### src/hw/rtl/tkee_pkg.sv
// Shared types for the terminal key event encoder.
// Holds the byte sequence descriptor and the queue status group.
// No dependencies.
package tkee_pkg;

   // Longest sequence is ESC [ 2 4 ; m ~, seven bytes.
   localparam int SeqMax   = 7;
   localparam int LenWidth = 3;

   typedef logic [7:0] byte_type;

   typedef struct packed {
      logic [SeqMax-1:0][7:0] seq_bytes;
      logic [LenWidth-1:0]    len;
   } seq_type;

   typedef struct packed {
      logic empty;
      logic full;
   } queue_status_type;

endpackage

### src/hw/rtl/tkee_if.sv
// Valid/ready channel interfaces for the terminal key event encoder.
// tkee_req_if carries keyboard events, tkee_rsp_if carries output bytes.
// No dependencies.
interface tkee_req_if;
   logic        valid;
   logic        ready;
   logic [1:0]  mode;
   logic [8:0]  key_code;
   logic [20:0] codepoint;
   logic [2:0]  modifiers;

   modport source (output valid, output mode, output key_code, output codepoint,
                   output modifiers, input ready);
   modport sink (input valid, input mode, input key_code, input codepoint,
                 input modifiers, output ready);
endinterface

interface tkee_rsp_if;
   logic       valid;
   logic       ready;
   logic [7:0] out_byte;
   logic       last;

   modport source (output valid, output out_byte, output last, input ready);
   modport sink (input valid, input out_byte, input last, output ready);
endinterface

### src/hw/rtl/terminal_key_event_encoder.sv
// Top level of the terminal key event encoder.
// Depends on tkee_pkg, tkee_if, tkee_front, tkee_queue and tkee_back.
//
// Usage:
//   req_ch carries one keyboard event per word (mode, key_code, codepoint,
//   modifiers). rsp_ch returns the event's terminal byte sequence, one byte
//   per word, with last set on the final byte. Events that map to nothing
//   (key up, unknown mode, unmapped keys, invalid codepoints) are accepted
//   and produce no words.
//   An accepted event passes through the descriptor queue and the current
//   sequence register before its first byte reaches the output register.
//   Throughput: the output register sends one byte per cycle while the
//   receiver takes them, with no gaps inside or between sequences while the
//   queue holds the next. Events give 1 to 7 bytes. The front end takes an
//   event every cycle while the descriptor queue (QueueDepth entries) has room.
//   Reset empties the queue and the output register; req_ch.ready is high in
//   the cycle after reset. When the receiver holds rsp_ch.ready low, the
//   current byte stays put, the queue fills, and req_ch.ready then drops.
module terminal_key_event_encoder #(
   parameter int QueueDepth = 4
) (
   input  logic       clock,
   input  logic       reset,
   tkee_req_if.sink   req_ch,
   tkee_rsp_if.source rsp_ch
);

   tkee_pkg::queue_status_type q_status;
   tkee_pkg::seq_type          push_data;
   tkee_pkg::seq_type          pop_data;
   logic                       push;
   logic                       pop;

   tkee_front u_front (
      .req      (req_ch),
      .q_status (q_status),
      .push     (push),
      .seq      (push_data)
   );

   tkee_queue #(
      .Depth (QueueDepth)
   ) u_queue (
      .clock     (clock),
      .reset     (reset),
      .push      (push),
      .push_data (push_data),
      .pop       (pop),
      .pop_data  (pop_data),
      .status    (q_status)
   );

   tkee_back u_back (
      .clock    (clock),
      .reset    (reset),
      .q_status (q_status),
      .q_data   (pop_data),
      .pop      (pop),
      .rsp      (rsp_ch)
   );

endmodule

### src/hw/rtl/tkee_front.sv
// Front end: accepts keyboard events and classifies them into byte sequences.
// Depends on tkee_pkg and tkee_req_if; feeds tkee_queue.
module tkee_front (
   tkee_req_if.sink                 req,
   input  tkee_pkg::queue_status_type q_status,
   output logic                     push,
   output tkee_pkg::seq_type        seq
);

   localparam logic [1:0]  ModeChar    = 2'd0;
   localparam logic [1:0]  ModeKeyDown = 2'd1;

   localparam logic [8:0]  KeyEscape   = 9'd256;
   localparam logic [8:0]  KeyEnter    = 9'd257;
   localparam logic [8:0]  KeyTab      = 9'd258;
   localparam logic [8:0]  KeyBackspc  = 9'd259;
   localparam logic [8:0]  KeyInsert   = 9'd260;
   localparam logic [8:0]  KeyDelete   = 9'd261;
   localparam logic [8:0]  KeyRight    = 9'd262;
   localparam logic [8:0]  KeyLeft     = 9'd263;
   localparam logic [8:0]  KeyDown     = 9'd264;
   localparam logic [8:0]  KeyUp       = 9'd265;
   localparam logic [8:0]  KeyPageUp   = 9'd266;
   localparam logic [8:0]  KeyPageDown = 9'd267;
   localparam logic [8:0]  KeyHome     = 9'd268;
   localparam logic [8:0]  KeyEnd      = 9'd269;
   localparam logic [8:0]  KeyF1       = 9'd290;
   localparam logic [8:0]  KeyF2       = 9'd291;
   localparam logic [8:0]  KeyF3       = 9'd292;
   localparam logic [8:0]  KeyF4       = 9'd293;
   localparam logic [8:0]  KeyF5       = 9'd294;
   localparam logic [8:0]  KeyF6       = 9'd295;
   localparam logic [8:0]  KeyF7       = 9'd296;
   localparam logic [8:0]  KeyF8       = 9'd297;
   localparam logic [8:0]  KeyF9       = 9'd298;
   localparam logic [8:0]  KeyF10      = 9'd299;
   localparam logic [8:0]  KeyF11      = 9'd300;
   localparam logic [8:0]  KeyF12      = 9'd301;
   localparam logic [8:0]  KeyKpEnter  = 9'd335;
   localparam logic [8:0]  KeyPrtLow   = 9'd32;
   localparam logic [8:0]  KeyPrtHigh  = 9'd96;
   localparam logic [8:0]  KeyQuestion = 9'd63;
   localparam logic [8:0]  KeyAtSign   = 9'd64;
   localparam logic [8:0]  KeyUscore   = 9'd95;

   localparam logic [20:0] MaxScalar   = 21'h10FFFF;

   localparam logic [7:0]  ChEsc    = 8'h1B;
   localparam logic [7:0]  ChDel    = 8'h7F;
   localparam logic [7:0]  ChBs     = 8'h08;
   localparam logic [7:0]  ChCr     = 8'h0D;
   localparam logic [7:0]  ChTab    = 8'h09;
   localparam logic [7:0]  ChNul    = 8'h00;
   localparam logic [7:0]  ChLbrack = 8'h5B;
   localparam logic [7:0]  ChSemi   = 8'h3B;
   localparam logic [7:0]  ChTilde  = 8'h7E;
   localparam logic [7:0]  ChZero   = 8'h30;
   localparam logic [7:0]  ChOne    = 8'h31;
   localparam logic [7:0]  ChTwo    = 8'h32;
   localparam logic [7:0]  ChThree  = 8'h33;
   localparam logic [7:0]  ChFour   = 8'h34;
   localparam logic [7:0]  ChFive   = 8'h35;
   localparam logic [7:0]  ChSix    = 8'h36;
   localparam logic [7:0]  ChSeven  = 8'h37;
   localparam logic [7:0]  ChEight  = 8'h38;
   localparam logic [7:0]  ChNine   = 8'h39;
   localparam logic [7:0]  ChUpA    = 8'h41;
   localparam logic [7:0]  ChUpB    = 8'h42;
   localparam logic [7:0]  ChUpC    = 8'h43;
   localparam logic [7:0]  ChUpD    = 8'h44;
   localparam logic [7:0]  ChUpF    = 8'h46;
   localparam logic [7:0]  ChUpH    = 8'h48;
   localparam logic [7:0]  ChUpO    = 8'h4F;
   localparam logic [7:0]  ChUpP    = 8'h50;
   localparam logic [7:0]  ChUpQ    = 8'h51;
   localparam logic [7:0]  ChUpR    = 8'h52;
   localparam logic [7:0]  ChUpS    = 8'h53;
   localparam logic [7:0]  ChUpZ    = 8'h5A;

   always_comb begin
      logic [tkee_pkg::LenWidth-1:0] k;
      logic                          shift;
      logic                          alt;
      logic                          ctrl;
      logic                          has_mod;
      logic [7:0]                    mod_digit;
      logic                          tilde;
      logic                          letter;
      logic                          use_tens;
      logic [7:0]                    tens;
      logic [7:0]                    ones;
      logic [7:0]                    intro;
      logic [7:0]                    final_ch;
      logic [20:0]                   cp;

      seq       = '0;
      k         = '0;
      shift     = req.modifiers[0];
      alt       = req.modifiers[1];
      ctrl      = req.modifiers[2];
      has_mod   = (req.modifiers != 3'd0);
      mod_digit = ChOne + {5'd0, req.modifiers};
      tilde     = 1'b0;
      letter    = 1'b0;
      use_tens  = 1'b0;
      tens      = ChOne;
      ones      = ChZero;
      intro     = ChLbrack;
      final_ch  = ChUpA;
      cp        = req.codepoint;

      if (req.mode == ModeChar) begin
         if (cp != 21'd0 && cp <= MaxScalar) begin
            if (alt) begin
               seq.seq_bytes[k] = ChEsc;
               k = k + 3'd1;
            end
            if (cp < 21'h80) begin
               seq.seq_bytes[k] = cp[7:0];
               k = k + 3'd1;
            end else if (cp < 21'h800) begin
               seq.seq_bytes[k] = {3'b110, cp[10:6]};
               seq.seq_bytes[k + 3'd1] = {2'b10, cp[5:0]};
               k = k + 3'd2;
            end else if (cp < 21'h10000) begin
               seq.seq_bytes[k] = {4'b1110, cp[15:12]};
               seq.seq_bytes[k + 3'd1] = {2'b10, cp[11:6]};
               seq.seq_bytes[k + 3'd2] = {2'b10, cp[5:0]};
               k = k + 3'd3;
            end else begin
               seq.seq_bytes[k] = {5'b11110, cp[20:18]};
               seq.seq_bytes[k + 3'd1] = {2'b10, cp[17:12]};
               seq.seq_bytes[k + 3'd2] = {2'b10, cp[11:6]};
               seq.seq_bytes[k + 3'd3] = {2'b10, cp[5:0]};
               k = k + 3'd4;
            end
         end
      end else if (req.mode == ModeKeyDown) begin
         unique case (req.key_code)
            KeyEscape: begin
               if (alt) begin
                  seq.seq_bytes[k] = ChEsc;
                  k = k + 3'd1;
               end
               seq.seq_bytes[k] = ChEsc;
               k = k + 3'd1;
            end
            KeyEnter, KeyKpEnter: begin
               if (alt) begin
                  seq.seq_bytes[k] = ChEsc;
                  k = k + 3'd1;
               end
               seq.seq_bytes[k] = ChCr;
               k = k + 3'd1;
            end
            KeyTab: begin
               // Shift-Tab is back-tab regardless of the other modifiers.
               if (shift) begin
                  seq.seq_bytes[0] = ChEsc;
                  seq.seq_bytes[1] = ChLbrack;
                  seq.seq_bytes[2] = ChUpZ;
                  k = 3'd3;
               end else begin
                  if (alt) begin
                     seq.seq_bytes[k] = ChEsc;
                     k = k + 3'd1;
                  end
                  seq.seq_bytes[k] = ChTab;
                  k = k + 3'd1;
               end
            end
            KeyBackspc: begin
               if (alt) begin
                  seq.seq_bytes[k] = ChEsc;
                  k = k + 3'd1;
               end
               seq.seq_bytes[k] = ctrl ? ChBs : ChDel;
               k = k + 3'd1;
            end
            KeyInsert: begin
               tilde = 1'b1;
               ones  = ChTwo;
            end
            KeyDelete: begin
               tilde = 1'b1;
               ones  = ChThree;
            end
            KeyPageUp: begin
               tilde = 1'b1;
               ones  = ChFive;
            end
            KeyPageDown: begin
               tilde = 1'b1;
               ones  = ChSix;
            end
            KeyRight: begin
               letter   = 1'b1;
               final_ch = ChUpC;
            end
            KeyLeft: begin
               letter   = 1'b1;
               final_ch = ChUpD;
            end
            KeyDown: begin
               letter   = 1'b1;
               final_ch = ChUpB;
            end
            KeyUp: begin
               letter   = 1'b1;
               final_ch = ChUpA;
            end
            KeyHome: begin
               letter   = 1'b1;
               final_ch = ChUpH;
            end
            KeyEnd: begin
               letter   = 1'b1;
               final_ch = ChUpF;
            end
            KeyF1: begin
               letter   = 1'b1;
               intro    = ChUpO;
               final_ch = ChUpP;
            end
            KeyF2: begin
               letter   = 1'b1;
               intro    = ChUpO;
               final_ch = ChUpQ;
            end
            KeyF3: begin
               letter   = 1'b1;
               intro    = ChUpO;
               final_ch = ChUpR;
            end
            KeyF4: begin
               letter   = 1'b1;
               intro    = ChUpO;
               final_ch = ChUpS;
            end
            KeyF5: begin
               tilde    = 1'b1;
               use_tens = 1'b1;
               ones     = ChFive;
            end
            KeyF6: begin
               tilde    = 1'b1;
               use_tens = 1'b1;
               ones     = ChSeven;
            end
            KeyF7: begin
               tilde    = 1'b1;
               use_tens = 1'b1;
               ones     = ChEight;
            end
            KeyF8: begin
               tilde    = 1'b1;
               use_tens = 1'b1;
               ones     = ChNine;
            end
            KeyF9: begin
               tilde    = 1'b1;
               use_tens = 1'b1;
               tens     = ChTwo;
               ones     = ChZero;
            end
            KeyF10: begin
               tilde    = 1'b1;
               use_tens = 1'b1;
               tens     = ChTwo;
               ones     = ChOne;
            end
            KeyF11: begin
               tilde    = 1'b1;
               use_tens = 1'b1;
               tens     = ChTwo;
               ones     = ChThree;
            end
            KeyF12: begin
               tilde    = 1'b1;
               use_tens = 1'b1;
               tens     = ChTwo;
               ones     = ChFour;
            end
            default: begin
               // Ctrl folds key codes 64 to 95, '?' and space onto control bytes; other printable codes give nothing.
               if (ctrl && req.key_code >= KeyPrtLow && req.key_code <= KeyPrtHigh) begin
                  if (req.key_code >= KeyAtSign && req.key_code <= KeyUscore) begin
                     if (alt) begin
                        seq.seq_bytes[k] = ChEsc;
                        k = k + 3'd1;
                     end
                     seq.seq_bytes[k] = {3'd0, req.key_code[4:0]};
                     k = k + 3'd1;
                  end else if (req.key_code == KeyQuestion) begin
                     if (alt) begin
                        seq.seq_bytes[k] = ChEsc;
                        k = k + 3'd1;
                     end
                     seq.seq_bytes[k] = ChDel;
                     k = k + 3'd1;
                  end else if (req.key_code == KeyPrtLow) begin
                     if (alt) begin
                        seq.seq_bytes[k] = ChEsc;
                        k = k + 3'd1;
                     end
                     seq.seq_bytes[k] = ChNul;
                     k = k + 3'd1;
                  end
               end
            end
         endcase

         if (tilde) begin
            seq.seq_bytes[0] = ChEsc;
            seq.seq_bytes[1] = ChLbrack;
            k = 3'd2;
            if (use_tens) begin
               seq.seq_bytes[k] = tens;
               k = k + 3'd1;
            end
            seq.seq_bytes[k] = ones;
            k = k + 3'd1;
            if (has_mod) begin
               seq.seq_bytes[k] = ChSemi;
               seq.seq_bytes[k + 3'd1] = mod_digit;
               k = k + 3'd2;
            end
            seq.seq_bytes[k] = ChTilde;
            k = k + 3'd1;
         end

         if (letter) begin
            seq.seq_bytes[0] = ChEsc;
            if (has_mod) begin
               seq.seq_bytes[1] = ChLbrack;
               seq.seq_bytes[2] = ChOne;
               seq.seq_bytes[3] = ChSemi;
               seq.seq_bytes[4] = mod_digit;
               seq.seq_bytes[5] = final_ch;
               k = 3'd6;
            end else begin
               seq.seq_bytes[1] = intro;
               seq.seq_bytes[2] = final_ch;
               k = 3'd3;
            end
         end
      end

      seq.len = k;
   end

   assign req.ready = !q_status.full;
   // Events that produce no bytes are accepted and dropped here.
   assign push = req.valid && !q_status.full && (seq.len != '0);

endmodule

### src/hw/rtl/tkee_queue.sv
// Short FIFO of byte sequence descriptors between front and back end.
// Depends on tkee_pkg.
module tkee_queue #(
   parameter int Depth = 4
) (
   input  logic                        clock,
   input  logic                        reset,
   input  logic                        push,
   input  tkee_pkg::seq_type           push_data,
   input  logic                        pop,
   output tkee_pkg::seq_type           pop_data,
   output tkee_pkg::queue_status_type  status
);

   localparam int PtrWidth = (Depth > 1) ? $clog2(Depth) : 1;
   localparam int CntWidth = $clog2(Depth + 1);

   tkee_pkg::seq_type   entry_ff [Depth];
   logic [PtrWidth-1:0] wr_ptr_ff;
   logic [PtrWidth-1:0] wr_ptr_in;
   logic [PtrWidth-1:0] rd_ptr_ff;
   logic [PtrWidth-1:0] rd_ptr_in;
   logic [CntWidth-1:0] count_ff;
   logic [CntWidth-1:0] count_in;
   logic                do_push;
   logic                do_pop;

   assign status.empty = (count_ff == '0);
   assign status.full  = (count_ff == CntWidth'(Depth));
   assign do_push      = push && !status.full;
   assign do_pop       = pop && !status.empty;
   assign pop_data     = entry_ff[rd_ptr_ff];

   always_comb begin
      wr_ptr_in = wr_ptr_ff;
      rd_ptr_in = rd_ptr_ff;
      count_in  = count_ff;
      if (do_push) begin
         wr_ptr_in = (wr_ptr_ff == PtrWidth'(Depth - 1)) ? '0 : wr_ptr_ff + 1'b1;
      end
      if (do_pop) begin
         rd_ptr_in = (rd_ptr_ff == PtrWidth'(Depth - 1)) ? '0 : rd_ptr_ff + 1'b1;
      end
      if (do_push && !do_pop) begin
         count_in = count_ff + 1'b1;
      end else if (do_pop && !do_push) begin
         count_in = count_ff - 1'b1;
      end
   end

   always_ff @(posedge clock) begin
      if (reset) begin
         wr_ptr_ff <= '0;
         rd_ptr_ff <= '0;
         count_ff  <= '0;
      end else begin
         wr_ptr_ff <= wr_ptr_in;
         rd_ptr_ff <= rd_ptr_in;
         count_ff  <= count_in;
      end
   end

   always_ff @(posedge clock) begin
      if (do_push) begin
         entry_ff[wr_ptr_ff] <= push_data;
      end
   end

endmodule

### src/hw/rtl/tkee_back.sv
// Back end: takes descriptors from the queue and sends one byte per word.
// Depends on tkee_pkg and tkee_rsp_if; fed by tkee_queue.
module tkee_back (
   input  logic                       clock,
   input  logic                       reset,
   input  tkee_pkg::queue_status_type q_status,
   input  tkee_pkg::seq_type          q_data,
   output logic                       pop,
   tkee_rsp_if.source                 rsp
);

   tkee_pkg::seq_type             cur_ff;
   tkee_pkg::seq_type             cur_in;
   logic [tkee_pkg::LenWidth-1:0] idx_ff;
   logic [tkee_pkg::LenWidth-1:0] idx_in;
   logic                          busy_ff;
   logic                          busy_in;
   logic                          rsp_valid_ff;
   logic                          rsp_valid_in;
   logic [7:0]                    rsp_byte_ff;
   logic [7:0]                    rsp_byte_in;
   logic                          rsp_last_ff;
   logic                          rsp_last_in;
   logic                          advance;
   logic                          emit;
   logic                          cur_last;

   // The output register moves when it is empty or being taken.
   assign advance  = !rsp_valid_ff || rsp.ready;
   assign emit     = busy_ff && advance;
   assign cur_last = (idx_ff == cur_ff.len - 1'b1);
   // Load the next sequence in the same cycle the final byte leaves.
   assign pop      = !q_status.empty && (!busy_ff || (emit && cur_last));

   always_comb begin
      cur_in       = cur_ff;
      idx_in       = idx_ff;
      busy_in      = busy_ff;
      rsp_valid_in = rsp_valid_ff;
      rsp_byte_in  = rsp_byte_ff;
      rsp_last_in  = rsp_last_ff;
      if (advance) begin
         rsp_valid_in = emit;
      end
      if (emit) begin
         rsp_byte_in = cur_ff.seq_bytes[idx_ff];
         rsp_last_in = cur_last;
      end
      if (pop) begin
         cur_in  = q_data;
         idx_in  = '0;
         busy_in = 1'b1;
      end else if (emit && cur_last) begin
         busy_in = 1'b0;
      end else if (emit) begin
         idx_in = idx_ff + 1'b1;
      end
   end

   always_ff @(posedge clock) begin
      if (reset) begin
         busy_ff      <= 1'b0;
         rsp_valid_ff <= 1'b0;
      end else begin
         busy_ff      <= busy_in;
         rsp_valid_ff <= rsp_valid_in;
      end
   end

   always_ff @(posedge clock) begin
      cur_ff      <= cur_in;
      idx_ff      <= idx_in;
      rsp_byte_ff <= rsp_byte_in;
      rsp_last_ff <= rsp_last_in;
   end

   assign rsp.valid    = rsp_valid_ff;
   assign rsp.out_byte = rsp_byte_ff;
   assign rsp.last     = rsp_last_ff;

endmodule

### src/flat_wrapper.sv
// flat-port wrapper written by rule: the top's interface ports become plain ports
module terminal_key_event_encoder_flat 
#(
   parameter int QueueDepth = 4
)
  (clock, reset, req_ch_valid, req_ch_mode, req_ch_key_code, req_ch_codepoint, req_ch_modifiers, req_ch_ready, rsp_ch_valid, rsp_ch_out_byte, rsp_ch_last, rsp_ch_ready);
  tkee_req_if req_ch_i ();
  tkee_rsp_if rsp_ch_i ();
  input  logic clock;
  input  logic reset;
  input wire logic [$bits(req_ch_i.valid)-1:0] req_ch_valid;
  input wire logic [$bits(req_ch_i.mode)-1:0] req_ch_mode;
  input wire logic [$bits(req_ch_i.key_code)-1:0] req_ch_key_code;
  input wire logic [$bits(req_ch_i.codepoint)-1:0] req_ch_codepoint;
  input wire logic [$bits(req_ch_i.modifiers)-1:0] req_ch_modifiers;
  output wire logic [$bits(req_ch_i.ready)-1:0] req_ch_ready;
  output wire logic [$bits(rsp_ch_i.valid)-1:0] rsp_ch_valid;
  output wire logic [$bits(rsp_ch_i.out_byte)-1:0] rsp_ch_out_byte;
  output wire logic [$bits(rsp_ch_i.last)-1:0] rsp_ch_last;
  input wire logic [$bits(rsp_ch_i.ready)-1:0] rsp_ch_ready;
  assign req_ch_i.valid = req_ch_valid;
  assign req_ch_i.mode = req_ch_mode;
  assign req_ch_i.key_code = req_ch_key_code;
  assign req_ch_i.codepoint = req_ch_codepoint;
  assign req_ch_i.modifiers = req_ch_modifiers;
  assign req_ch_ready = req_ch_i.ready;
  assign rsp_ch_valid = rsp_ch_i.valid;
  assign rsp_ch_out_byte = rsp_ch_i.out_byte;
  assign rsp_ch_last = rsp_ch_i.last;
  assign rsp_ch_i.ready = rsp_ch_ready;
  terminal_key_event_encoder #(.QueueDepth(QueueDepth)) u_core (.clock(clock), .reset(reset), .req_ch(req_ch_i), .rsp_ch(rsp_ch_i));
endmodule
### config.mk
export PLATFORM = sky130hd
export DESIGN_NAME = terminal_key_event_encoder_flat
export DESIGN_NICKNAME = d
export VERILOG_FILES = /design/src/hw/rtl/tkee_pkg.sv /design/src/hw/rtl/tkee_if.sv /design/src/hw/rtl/terminal_key_event_encoder.sv /design/src/hw/rtl/tkee_front.sv /design/src/hw/rtl/tkee_queue.sv /design/src/hw/rtl/tkee_back.sv /design/src/flat_wrapper.sv
export SDC_FILE = /design/constraint.sdc
export NUM_CORES = 1
export LEC_CHECK = 0
export ABC_AREA = 0
export BUFFER_PORTS_ARGS = -buffer_cell sky130_fd_sc_hd__buf_2
export CORE_MARGIN = 2
export CORE_UTILIZATION = 58
export CTS_CLUSTER_DIAMETER = 40
export CTS_CLUSTER_SIZE = 24
export DETAILED_ROUTE_END_ITERATION = 10
export PLACE_DENSITY = 0.75
export SETUP_SLACK_MARGIN = 0.4
export SYNTH_ARGS = -nofsm -noshare
export SYNTH_HDL_FRONTEND = slang
export SYNTH_SLANG_ARGS = --single-unit
### constraint.sdc
create_clock -name clock -period 5.1 [get_ports clock]
set_input_delay 0.765 -clock clock [delete_from_list [all_inputs] [get_ports clock]]
set_output_delay 0.765 -clock clock [all_outputs]
set_load 0.01 [all_outputs]
[Word level (Yosys, flattened, before mapping)]
Memory sizes are Yosys's and may differ from the RTL's. A register that Yosys moved wholly into a read port is not among the register bits.
Index checks and enable logic that the tools add are counted.
Operators by class
  $add $sub $neg: 22
  $lt $le $gt $ge: 39
  equality and inequality tests: 34
  mux-type cells: 188
  bitwise logic cells: 21
  reductions and logical operators: 54
Operators with widths (number)
  $mux W56: 17
  $bwmux W56: 14
  $mux W8: 55
  $demux W8 S3: 15
  $pmux W56 S5: 1
  $eq A9 B9 Y1 const B: 27
  $mux W3: 56
  $lt A3 B4 Y1 const B: 16
  $and A8 B56 Y56: 1
  $not A56 Y56: 1
  $or A7 B49 Y49: 1
  $mux W24: 2
  $mux W48: 1
  $ge A3 B1 Y1 const B: 15
  $pmux W5 S9: 1
  $and A6 B42 Y42: 1
  $not A42 Y42: 1
  $or A42 B42 Y42: 1
  $add A3 B1 Y3 const B: 13
  $pmux W4 S9: 1
  $and A5 B35 Y35: 1
  $not A35 Y35: 1
  $or A35 B35 Y35: 1
  $mux W32: 1
  52 further kinds: 114
Word-level totals
  bits in registers: 21
  RAM bits: 236
  input bits: 39
  output and inout bits: 11
  word-level logic and storage cells: 367
  memories kept: 1
Memory list
  u_core.u_queue.entry_ff: depth 4, width 59, rd ports 1, clocked after Yosys merged registers in 1, wr ports 1, RTL line tkee_queue.sv:18  | tkee_pkg::seq_type entry_ff [Depth];

[Logic depth before layout (Yosys ltp)]
Gate-level depths: netlist of the first run.
  depth in word-level cells: 38
  gate-level depth with buffers: 18
  depth with buffers taken out: 15

[Cells and area by module]
From an unflattened synthesis of the first run, not the netlist that was laid out.
Unflattened totals
  cell total of the unflattened synthesis: 1063
  area, all modules: 15158.3 um^2
Modules (own cells, without submodules)
  tkee_queue: times used 1, cells each 359, area each 8997.4 um^2, seq. area each 7267.0 um^2
  tkee_front: times used 1, cells each 548, area each 3355.7 um^2, seq. area each 0.0 um^2
  tkee_back: times used 1, cells each 156, area each 2805.2 um^2, seq. area each 2142.1 um^2

[Worst setup path after synthesis of the first run]
OpenSTA, ideal clock, no wires.
  path kind: in2reg
  start: input req_ch_modifiers[1]
  end: memory u_core.u_queue.entry_ff[0][0] (netlist name), enable pin
  setup time: 0.414 ns
  data arrival time: 4.092 ns
  required time: 4.686 ns
  path slack: 0.594 ns
  stages on the path: 13
  buffers on the path: 3
  path through: inv_1 -> clkbuf_1 -> clkbuf_1 -> ha_1 -> nand2b_1 -> buf_2 -> ha_1 -> nand3_1 -> nor2_1 -> nor4_4 -> o31ai_2 -> nand3_1 -> and2_1
Between the ends
  word-level cells in the longest chain between the ends: 23
  elaborated cells on any way between the ends: 71
  classes of those cells: add/sub (12); mux (55); reduce/logical (4)
RTL lines
  start: declaration: RTL line flat_wrapper.sv:15  | input wire logic [$bits(req_ch_i.modifiers)-1:0] req_ch_modifiers;
  $mux W1
  $mux W3: RTL line tkee_front.sv:301  | end else if (req.key_code == KeyPrtLow) begin
  $mux W3: RTL line tkee_front.sv:294  | end else if (req.key_code == KeyQuestion) begin
  $mux W3: RTL line tkee_front.sv:287  | if (req.key_code >= KeyAtSign && req.key_code <= KeyUscore) begin
  $mux W3: RTL line tkee_front.sv:286  | if (ctrl && req.key_code >= KeyPrtLow && req.key_code <= KeyPrtHigh) begin
  $mux W3: RTL line tkee_front.sv:139  | unique case (req.key_code)
  $mux W3: RTL line tkee_front.sv:138  | end else if (req.mode == ModeKeyDown) begin
  $mux W3: RTL line tkee_front.sv:112  | if (req.mode == ModeChar) begin
  (+8 left out)
  $mux W3: RTL line tkee_front.sv:138
  $mux W3 (*): RTL line tkee_front.sv:112
  $reduce_bool A3 Y1 (*): RTL line tkee_front.sv:354  | assign push = req.valid && !q_status.full && (seq.len != '0);
  $logic_and A1 B1 Y1 (*): RTL line tkee_front.sv:354
  $logic_and A1 B1 Y1 (*): RTL line tkee_queue.sv:30  | assign do_push = push && !status.full;
  via u_core.u_queue.do_push: RTL line tkee_queue.sv:25  | logic do_push;
  $mux W1 (*): RTL line tkee_queue.sv:64  | if (do_push) begin
  $mux W1 (not written as such) (*): RTL line tkee_queue.sv:65  | entry_ff[wr_ptr_ff] <= push_data;
  end: declaration: RTL line tkee_queue.sv:18
The timed path passes the listed nets; every way through them passes the cells marked *. The select of a mux whose other input is x is not followed.

[Final worst setup path of the first run]
  start: input req_ch_key_code[6]
  end: register u_core.u_queue.count_ff[2]
Between the ends
  word-level cells in the longest chain between the ends: 26
  elaborated cells on any way between the ends: 78
  classes of those cells: add/sub (3); order compare (4); eq/ne (29); mux (27); reduce/logical (15)
RTL lines
  start: declaration: RTL line flat_wrapper.sv:13  | input wire logic [$bits(req_ch_i.key_code)-1:0] req_ch_key_code;
  $eq A9 B9 Y1: RTL line tkee_front.sv:139
  $reduce_or A8 Y1 (no source line)
  $mux W1: RTL line tkee_front.sv:139
  $mux W1: RTL line tkee_front.sv:138
  $mux W1: RTL line tkee_front.sv:112
  $mux W1: RTL line tkee_front.sv:317  | if (use_tens) begin
  $mux W3: RTL line tkee_front.sv:313  | if (tilde) begin
  $mux W3: RTL line tkee_front.sv:138
  (+11 left out)
  $mux W3 (*): RTL line tkee_front.sv:112
  $reduce_bool A3 Y1 (*): RTL line tkee_front.sv:354
  $logic_and A1 B1 Y1 (*): RTL line tkee_front.sv:354
  $logic_and A1 B1 Y1 (*): RTL line tkee_queue.sv:30
  via u_core.u_queue.do_push: RTL line tkee_queue.sv:25
  $logic_not A1 Y1: RTL line tkee_queue.sv:46  | end else if (do_pop && !do_push) begin
  $logic_and A1 B1 Y1: RTL line tkee_queue.sv:46
  $reduce_bool A2 Y1 (no source line)
  end signal: assignment: RTL line tkee_queue.sv:59  | count_ff <= count_in;
  end: declaration: RTL line tkee_queue.sv:23  | logic [CntWidth-1:0] count_ff;
Marks and branches as above.
A chain may end at the register's enable or synchronous reset.

==> impl_metrics.yaml, run 1 <==
status:
  status: "finished, final reports clean"
detailed_routing:
  via_count: 8442
  wl_um: 32100
  drtIter0Drc: 1109
  route.detailed.drc: 0
  avgRoutedWirePerCell_um: 25.3
  vias_per_cell: 6.66
  first_pass_iters: 5
  drtAntennaViolNets: 0
placement:
  pre_cts_ws_ns: 0.571
  dp.final_hpwl_um: 20900
  routabilityCongestion: 0.978
  portBuffers: 49
  post_dp_cell_area_sq_mm: 0.0135
global_routing:
  grt_pass1_vias: 8378
  top_usage_layer: "met2"
  grt_max_degree: 57
  grt_overflow: 0
  use_met2_pct: 45.1
  use_met1_pct: 39.6
  grt_first_pass_wirelength_um: 50300
  grtUsageTotal_pct: 27.8
  antenna_found_initial: 0
  met3_usage_pct: 3.10
setup_path:
  cp-start-kind: "input pin"
  worstPathMaxFanout: 10
  crit_chain: "buf_2 > nor4b_4 > nand2_1 > nor2_2 > ha_1 > nor4_1 > nor4_4 > o31ai_2 > nand3_1 > ha_1 > inv_1 > fa_1 > xor2_1 > or3_1 > a21oi_1"
  max_stage_delay_ns: 0.50
  slowest_stage: "nor4b_4"
  path_class: "input pin to flop"
  cp.arrival_ns: 4.48
  crit_required_ns: 5.54
  end_kind: "flop"
  crit_path_frequent_cell: "ha_1"
power_and_ir_drop:
  ir_drop_v: 0.000289
  p_leak_nw: 4.92
  power_density_mw_per_mm2: 464
  power_w: 0.00673
layout:
  diodes: 0
  fillers: 1517
  fin_area_sq_mm: 0.0145
  area.growth.synth_to_final_pct: 11.3
  seq_area_sq_mm: 0.00817
  nets: 1026
  multi_input_area_sq_mm: 0.00456
  drive_gt1_share_pct: 20.5
floorplanning:
  die_h_um: 154
  boundaryPins: 50
  start_util_pct: 59.3
  dieArea_sq_mm: 0.0237
  core_sq_mm: 0.0220
  die-width_um: 154
  rows: 54
cts:
  cts.sinks: 276
  htree_levels: 1
  ctsResizeCount: 0
  clock_latency_ns: 0.52
  path_clk_slew_ns: 0.07
  ctsHoldBuffers: 0
  cts_buffer_depth: 3
  cts-root-buf: "clkbuf_16"
  cts_setup_buffers: 0
  cts_buffers: 27
  cts_tree: "built"
yosys:
  synth_compound_area_share_pct: 11.7
  yosysSeqAreaShare_pct: 62.7
  ys.flop_type: "edfxtp_1"
  ys_ff_latch: 276
  async_flop_share_pct: 0
  synth_edf_count: 264
  yosys.area_share.adder_pct: 1.98
  synth_xor_area_share_pct: 0.941
  synth_top_family_by_area: "compound AO/OA/AOI/OAI gates"
  syn-num-nets: 986
  ys_types: 83
  ys_warn_count: 0
  yosys-mux-area-fraction_pct: 10.9
  synthCells: 927
  synthSimpleGateAreaFrac_pct: 9.47
  syn-cell-area_sq_mm: 0.0130
  syn_avg_cell_area_sq_um: 14.1
job:
  maxCapViolations: 0
timing:
  min_period_over_period_pct: 79.0
  worst_pin_slew_ns: 1.25
  hold_ws_ns: 0.526
  finalSetupTns_ns: 0
  grt_setup_unrepaired: "no"
  hold_viol: 0
  fmax_ghz: 0.248
  setup_violations: 0
  slew-limit-headroom_pct: 15.9
  setup_ws_ns: 1.07
  skew_ns: 0.0168
  fin_crit_ns: 4.03
  report.final.slew_viol_count: 0
hold_path:
  hp-class: "flop to flop"
## cell type report
cell class | instances | share of cell area, %
timing repair buffer | 67 | 2.62
tap | 280 | 2.42
sequential | 276 | 56.3
inverter | 22 | 0.569
clock inverter | 22 | 1.95
clock buffer | 27 | 4.66
multi-input combinational | 573 | 31.4
## cell usage after synthesis, drive strengths merged, types with 4 or more instances
cell type	n	area, sq um
a2111oi	5	62.6
inv	21	78.8
nor2b	7	43.8
xnor2	6	52.6
nand4	4	25.0
nand3	11	55.1
o21ai	54	270
and3	5	31.3
a31oi	9	56.3
nand2b	17	106
buf	17	75.1
o311ai	5	43.8
nor4	8	92.6
dfxtp	12	240
nand2	66	248
clkbuf	39	148
mux2i	9	90.1
a211oi	5	37.5
o21a	5	37.5
mux4	58	1310
o22ai	10	62.6
or4	4	41.3
nor3	18	90.1
or3	6	37.5
ha	19	238
a221oi	5	50.0
o31ai	9	72.6
a21o	7	60.1
or2	6	37.5
edfxtp	264	7930
a22o	7	61.3
nor2	77	292
xor2	8	70.1
a21oi	63	315
and2	9	56.3
## sequential cells by signal (all words and copies together), names as in the netlist
name	flops
u_core.u_back.rsp.valid	1
u_core.u_queue.rd_ptr_ff	2
u_core.u_back.rsp.last	1
u_core.u_back.busy_ff	1
u_core.u_queue.wr_ptr_ff	2
u_core.u_queue.entry_ff	204
u_core.u_queue.count_ff	3
u_core.u_back.cur_ff	51
u_core.u_back.idx_ff	3
u_core.u_back.rsp.out_byte	8
## stage by stage
| stage | cells | utilization [%] |
|---|---|---|
| 2_1_floorplan | 927 | - |
| 3_3_place_gp | 1218 | 61.7 |
| 3_5_place_dp | 1218 | 61.7 |
| 4_1_cts | 1267 | 66.1 |
| 5_1_grt | 1267 | 66.1 |
| 6_report | 1267 | 66.1 |
## metal layers
layer,routed length [um],vias up
li1,-,3722
met1,12900,4149
met2,15200,477
met3,2600,94
met4,1400,0
met5,0,-
## worst max-delay path, delay by kind of cell
| kind | cells | cell delay, ns |
|---|---|---|
| AO/OA/AOI/OAI | 2 | 0.36 |
| XOR/XNOR | 1 | 0.07 |
| adder cells (fa/ha/maj) | 3 | 0.79 |
| buffers and inverters | 2 | 0.22 |
| AND/OR/NAND/NOR | 7 | 2.26 |
## report_power, final
group / total (W) / switching [W] / leakage, nW / internal (W)
Clock: 0.00210 / 0.000949 / 0.462 / 0.00115
Combinational: 0.00153 / 0.000881 / 1.87 / 0.000645
Sequential: 0.00311 / 0.000149 / 2.58 / 0.00296
Total: 0.00673 / 0.00198 / 4.92 / 0.00475
## cells in the final DEF (no fill, tap or decap), drive strengths merged, types with 12 or more instances in the layout
cell type	synthesis	final
nand2	66	66
mux4	58	58
nor3	18	18
buf	17	67
a21oi	63	63
dfxtp	12	12
nand2b	17	17
inv	21	35
nor2	77	77
clkbuf	39	27
edfxtp	264	264
ha	19	19
o21ai	54	54
## cells by family after synthesis
family,count (synthesis)
muxes,69
AOI/OAI and AO/OA,225
DFF,276
adders and majority gates,20
xor gates and xnor gates,14
and+or+nand+nor,245
buffers and inverters,78
## path summary, 6_finish.rpt
kind,startpoint,end,slack (ns),depth (start not counted)
worst max-delay path,req_ch_key_code[6],u_core.u_queue.count_ff[2],1.07,15
worst min-delay path,u_core.u_queue.wr_ptr_ff[1],u_core.u_queue.wr_ptr_ff[1],0.53,2
worst max register to register,u_core.u_back.idx_ff[2],u_core.u_queue.rd_ptr_ff[1],2.20,7
worst min register to register,u_core.u_queue.wr_ptr_ff[1],u_core.u_queue.wr_ptr_ff[1],0.53,2
Note: power is estimated with default switching activity, not from simulation.
==> run 2: changes to the inputs <==
==> constraint.sdc (replaced) <==
create_clock -name clock -period 4.14 [get_ports clock]
set_input_delay 0.621 -clock clock [delete_from_list [all_inputs] [get_ports clock]]
set_output_delay 0.621 -clock clock [all_outputs]
set_load 0.01 [all_outputs]
==> impl_metrics.yaml, run 2 (synthesized netlist as in run 1, its figures left out) <==
power_and_ir_drop:
  power_frac_seq_pct: 49.2
  switching_share_pct: 30.0
  ir_drop_v: 0.000482
  power_density_mw_per_mm2: 545
  p_sw_w: 0.00238
  p_leak_nw: 4.98
  combPwrFrac_pct: 22.8
  p_clk_share_pct: 28.0
  internal_power_w: 0.00556
global_routing:
  grt_first_pass_wirelength_um: 51200
  grt_max_degree: 57
  grt_pass1_vias: 8488
  grt_overflow: 0
  antenna_found_initial: 0
  grtUsageTotal_pct: 28.7
layout:
  fin_area_sq_mm: 0.0146
  largest_register: "u_core.u_queue.entry_ff"
  area.growth.synth_to_final_pct: 12.0
  diodes: 0
  seq_area_sq_mm: 0.00817
  layout_common_cells: "264 x edfxtp_1, 76 x nor2_1, 66 x nand2_1, 63 x a21oi_1, 58 x mux4_2"
  drive_gt1_share_pct: 22.2
  multi_input_area_sq_mm: 0.00458
  final_common_cell: "edfxtp_1"
  fillers: 1503
  largest_register_ff_count: 204
  nets: 1049
floorplanning:
  dieArea_sq_mm: 0.0237
  rows: 54
  die_h_um: 154
  boundaryPins: 50
  start_util_pct: 59.3
  die-width_um: 154
  core_sq_mm: 0.0220
setup_path:
  cp-start-kind: "input pin"
  crit_required_ns: 4.59
  crit_chain: "buf_2 > or4b_1 > nor3_1 > a221oi_2 > nor4_4 > o31ai_2 > nand3_1 > ha_1 > inv_1 > fa_1 > xor2_1 > or3_1 > a21oi_1"
  slowest_stage: "or4b_1"
  path_class: "input pin to flop"
  end_kind: "flop"
  worstPathMaxFanout: 8
  cp.arrival_ns: 3.83
  max_stage_delay_ns: 0.68
timing:
  worst_pin_slew_ns: 0.979
  grt_setup_unrepaired: "no"
  finalSetupTns_ns: 0
  hold_viol: 0
  report.final.slew_viol_count: 0
  fin_crit_ns: 3.38
  min_period_over_period_pct: 81.6
  skew_ns: 0.0154
  setup_violations: 0
  fmax_ghz: 0.296
  slew-limit-headroom_pct: 34.7
cts:
  cts.sinks: 276
  path_clk_slew_ns: 0.08
  clock_latency_ns: 0.52
  ctsHoldBuffers: 0
  htree_levels: 1
  cts_buffers: 23
  cts_buffer_depth: 3
  cts_tree: "built"
  cts-root-buf: "clkbuf_16"
  ctsResizeCount: 0
  cts_setup_buffers: 0
placement:
  post_dp_cell_area_sq_mm: 0.0138
  dp.final_hpwl_um: 22200
  routabilityCongestion: 1.05
  portBuffers: 49
detailed_routing:
  wl_um: 33200
  first_pass_iters: 7
  drtAntennaViolNets: 0
  drtIter0Drc: 1150
  route.detailed.drc: 0
  via_count: 8596
  vias_per_cell: 6.68
  avgRoutedWirePerCell_um: 25.8
status:
  status: "finished, final reports clean"
job:
  maxCapViolations: 0
hold_path:
  hp-class: "input pin to flop"
==> run 2: changes by cell type in the layout (fill, tap and decap cells not counted), moves of 2 or more <==
cell       before  now
inv_8           3    6
buf_4          18   43
inv_6           6    4
clkbuf_16      27   23
clkinv_1        3    1
bufinv_16       2    0
buf_12          0    2
==> run 2: metal layers <==
metal	vias to the layer above	part of all wire, %	routed length (um)	track usage, %
li1	3786	-	-	-
met1	4209	39	12800	38.9
met3	85	8.1	2680	3.55
met5	-	0	0	0
met2	516	49	16300	48.0
met4	0	4.2	1390	11.6
==> run 2: worst paths after layout <==
kind | from | end | slack [ns] | cells past startpoint
worst max register to register | u_core.u_back.cur_ff[0] | u_core.u_queue.rd_ptr_ff[0] | 1.32 | 10
worst max-delay path | req_ch_key_code[6] | u_core.u_queue.count_ff[2] | 0.76 | 13
worst min register to register | u_core.u_back.busy_ff | u_core.u_back.rsp.valid | 0.53 | 2
worst min-delay path | reset | u_core.u_queue.rd_ptr_ff[1] | 0.42 | 2
==> run 2: area by class of cell <==
class | instances | share of cell area (%)
Clock buffer | 24 | 3.97
Timing Repair Buffer | 94 | 4.17
Sequential cell | 276 | 56.0
Clock inverter | 18 | 1.46
Tap cell | 280 | 2.40
Multi-Input combinational cell | 573 | 31.4
Inverter | 22 | 0.566
==> run 2: critical path: cells and delay by family <==
family | cells | cell delay (ns)
and+or+nand+nor | 5 | 1.83
AOI/OAI and AO/OA | 3 | 0.39
adders and majority gates | 2 | 0.59
xor gates and xnor gates | 1 | 0.17
buffers and inverters | 2 | 0.21
==> run 2: power groups by stage <==
stage	registers, W	logic, W	clock network, W
2_1_floorplan	0.00381	0.00138	0
3_3_place_gp	0.00394	0.00175	0
4_1_cts	0.00392	0.00183	0.00225
5_1_grt	0.00397	0.00197	0.00235
3_5_place_dp	0.00397	0.00180	0
6_report	0.00391	0.00181	0.00223
==> run 2: metrics by stage <==
step / utilization, % / power (W) / hold WS [ns] / instances / worst slack (ns)
detailed placement: 62.8 / 0.00577 / 0.478 / 1245 / 0.238
global placement: 62.8 / 0.00570 / 0.471 / 1245 / 0.278
CTS: 66.4 / 0.00800 / 0.397 / 1287 / 0.767
finish: 66.4 / 0.00794 / 0.416 / 1287 / 0.763
global route: 66.4 / 0.00829 / 0.419 / 1287 / 0.498
floorplan: - / 0.00518 / 0.448 / 927 / 0.402
==> run 3: changes to the inputs <==
--- a/config.mk
+++ b/config.mk
@@ -5,7 +5,7 @@
 export SDC_FILE = /design/constraint.sdc
 export NUM_CORES = 1
 export LEC_CHECK = 0
-export ABC_AREA = 0
+export ABC_AREA = 1
 export BUFFER_PORTS_ARGS = -buffer_cell sky130_fd_sc_hd__buf_2
 export CORE_MARGIN = 2
 export CORE_UTILIZATION = 58
==> constraint.sdc (replaced) <==
create_clock -name clock -period 3.45 [get_ports clock]
set_input_delay 0.5175 -clock clock [delete_from_list [all_inputs] [get_ports clock]]
set_output_delay 0.5175 -clock clock [all_outputs]
set_load 0.01 [all_outputs]
==> impl_metrics.yaml, run 3 <==
timing:
  skew_ns: 0.0300
  setup_violations: 0
  grt_setup_unrepaired: "no"
  hold_viol: 0
  min_period_over_period_pct: 81.2
  worst_pin_slew_ns: 0.885
  finalSetupTns_ns: 0
  fmax_ghz: 0.357
  slew-limit-headroom_pct: 40.8
  fin_crit_ns: 2.80
  report.final.slew_viol_count: 0
setup_path:
  crit_start: "req_ch_key_code[3]"
  worstPathMaxFanout: 9
  r2r-start: "u_core.u_back.cur_ff[0]"
  end_kind: "flop"
  cp.arrival_ns: 3.27
  path_class: "input pin to flop"
  cp-start-kind: "input pin"
  crit_required_ns: 3.92
global_routing:
  grt_overflow: 0
  grt_first_pass_wirelength_um: 54700
  grt_max_degree: 106
  antenna_found_initial: 0
  grtUsageTotal_pct: 29.7
  grt_pass1_vias: 9729
placement:
  dp.final_hpwl_um: 24100
  routabilityCongestion: 1.03
  portBuffers: 49
  dp_cells: 1615
floorplanning:
  core_sq_mm: 0.0224
  boundaryPins: 50
  start_util_pct: 58.6
  rows: 55
  die_h_um: 155
  die-width_um: 155
  dieArea_sq_mm: 0.0239
cts:
  path_clk_slew_ns: 0.07
  cts_buffer_depth: 3
  cts_buffers: 30
  cts-root-buf: "clkbuf_16"
  cts.sinks: 276
  htree_levels: 1
  cts_tree: "built"
  cts_setup_buffers: 0
  clock_latency_ns: 0.56
layout:
  nets: 1421
  largest_register_ff_count: 204
  fin_cells: 1671
  layout_common_cells: "264 x edfxtp_1, 219 x nor2_1, 199 x o21ai_0, 147 x nand2_1, 90 x inv_1"
  diodes: 0
  drive_gt1_share_pct: 14.9
  largest_register: "u_core.u_queue.entry_ff"
  final_common_cell: "edfxtp_1"
  area.growth.synth_to_final_pct: 15.1
yosys:
  ys_ff_latch: 276
  synth_edf_count: 264
  synth_top_area_share_pct: 60.3
  syn-cell-area_sq_mm: 0.0131
  async_flop_share_pct: 0
  yosysTopAreaCell: "edfxtp_1"
  ys_types: 51
  ys_warn_count: 0
  yosysMostFrequentCell: "edfxtp_1"
  yosysSeqAreaShare_pct: 62.2
  ys.flop_type: "edfxtp_1"
  synthCells: 1292
  syn-num-nets: 1351
  netlist_top_cells_area: "edfxtp_1 60%, o21ai_0 7.7%, nor2_1 6.5%"
  syn_avg_cell_area_sq_um: 10.2
  synthTopCellsByCount: "264 x edfxtp_1, 227 x nor2_1, 202 x o21ai_0, 149 x nand2_1, 94 x inv_1"
detailed_routing:
  via_count: 10300
  route.detailed.drc: 0
  drtAntennaViolNets: 0
  drtIter0Drc: 1129
  first_pass_iters: 6
  wl_um: 35200
  avgRoutedWirePerCell_um: 21.0
  vias_per_cell: 6.15
power_and_ir_drop:
  p_leak_nw: 5.77
  power_density_mw_per_mm2: 700
  ir_drop_v: 0.000646
hold_path:
  min-delay-start: "reset"
  hp-class: "input pin to flop"
job:
  maxCapViolations: 0
status:
  status: "finished, final reports clean"
## run 3: logic make-up after synthesis
group / after synthesis / synth area share, %
simple gates: 469 / 15.2
flops: 276 / 62.2
fa+ha+maj: 20 / 1.96
xor+xnor: 5 / 0.333
mux: 1 / 0.0857
buf+inv: 163 / 4.78
compound gates: 358 / 15.5
## run 3: layout make-up
type	count	area [sq um]
flip-flops and latches	276	8170
fillers	1702	7310
multi-input cells	853	4450
clock buffers	32	758
repair buffers	95	716
inverters	106	407
well taps	285	357
clock inverters	24	268
## run 3: path summary, 6_finish.rpt
check | endpoint | slack (ns) | cells past startpoint
worst max-delay path | u_core.u_queue.count_ff[2] | 0.65 | 20
worst min-delay path | u_core.u_back.busy_ff | 0.16 | 2
worst max register to register | u_core.u_queue.count_ff[1] | 0.75 | 12
worst min register to register | u_core.u_back.rsp.valid | 0.48 | 2
## run 3: repair_timing
action / CTS / global route
endpoints found under the hold margin: 0 / 0
gates resized for setup: 0 / 2
hold buffers: 0 / 0
setup endpoints to repair: 0 / 2
## run 3: worst max-delay path: stages
cell      delay [ns]
buf_2           0.15
nor2_1          0.37
nand2_1         0.12
a21oi_2         0.25
nor2_2          0.08
nand2_4         0.16
inv_1           0.12
nand2_1         0.10
nand2_1         0.07
nand2_2         0.15
o21bai_4        0.10
inv_1           0.07
ha_1            0.15
inv_2           0.05
fa_1            0.38
nor2_1          0.11
nor2_1          0.05
nand2_1         0.08
o21ai_1         0.06
a21oi_1         0.13
## run 3: through the flow
stage / setup WS, ns / hold WS, ns / utilization (%) / total power, W / instance area, sq um
finish: 0.649 / 0.159 / 67.4 / 0.0106 / 15100
global route: 0.425 / 0.149 / 67.4 / 0.0111 / 15100
CTS: 0.581 / 0.146 / 67.4 / 0.0106 / 15100
detailed placement: 0.136 / 0.477 / 62.8 / 0.00743 / 14100
global placement: 0.161 / 0.461 / 62.8 / 0.00734 / 14100
floorplan: 0.293 / 0.441 / - / 0.00637 / 13300
## run 3: metal layers
layer  track usage [%]  up-vias  wire length [um]
met4              11.0        0              1270
li1                  -     4754                 -
met1              41.4     4943             14400
met5                 0        -                 0
met2              48.9      509             16700
met3              3.22       79              2750
## run 3: power breakdown
group	switching, W	internal (W)
clock	0.00139	0.00182
combinational	0.00198	0.000829
sequential	0.000167	0.00442
total	0.00353	0.00706
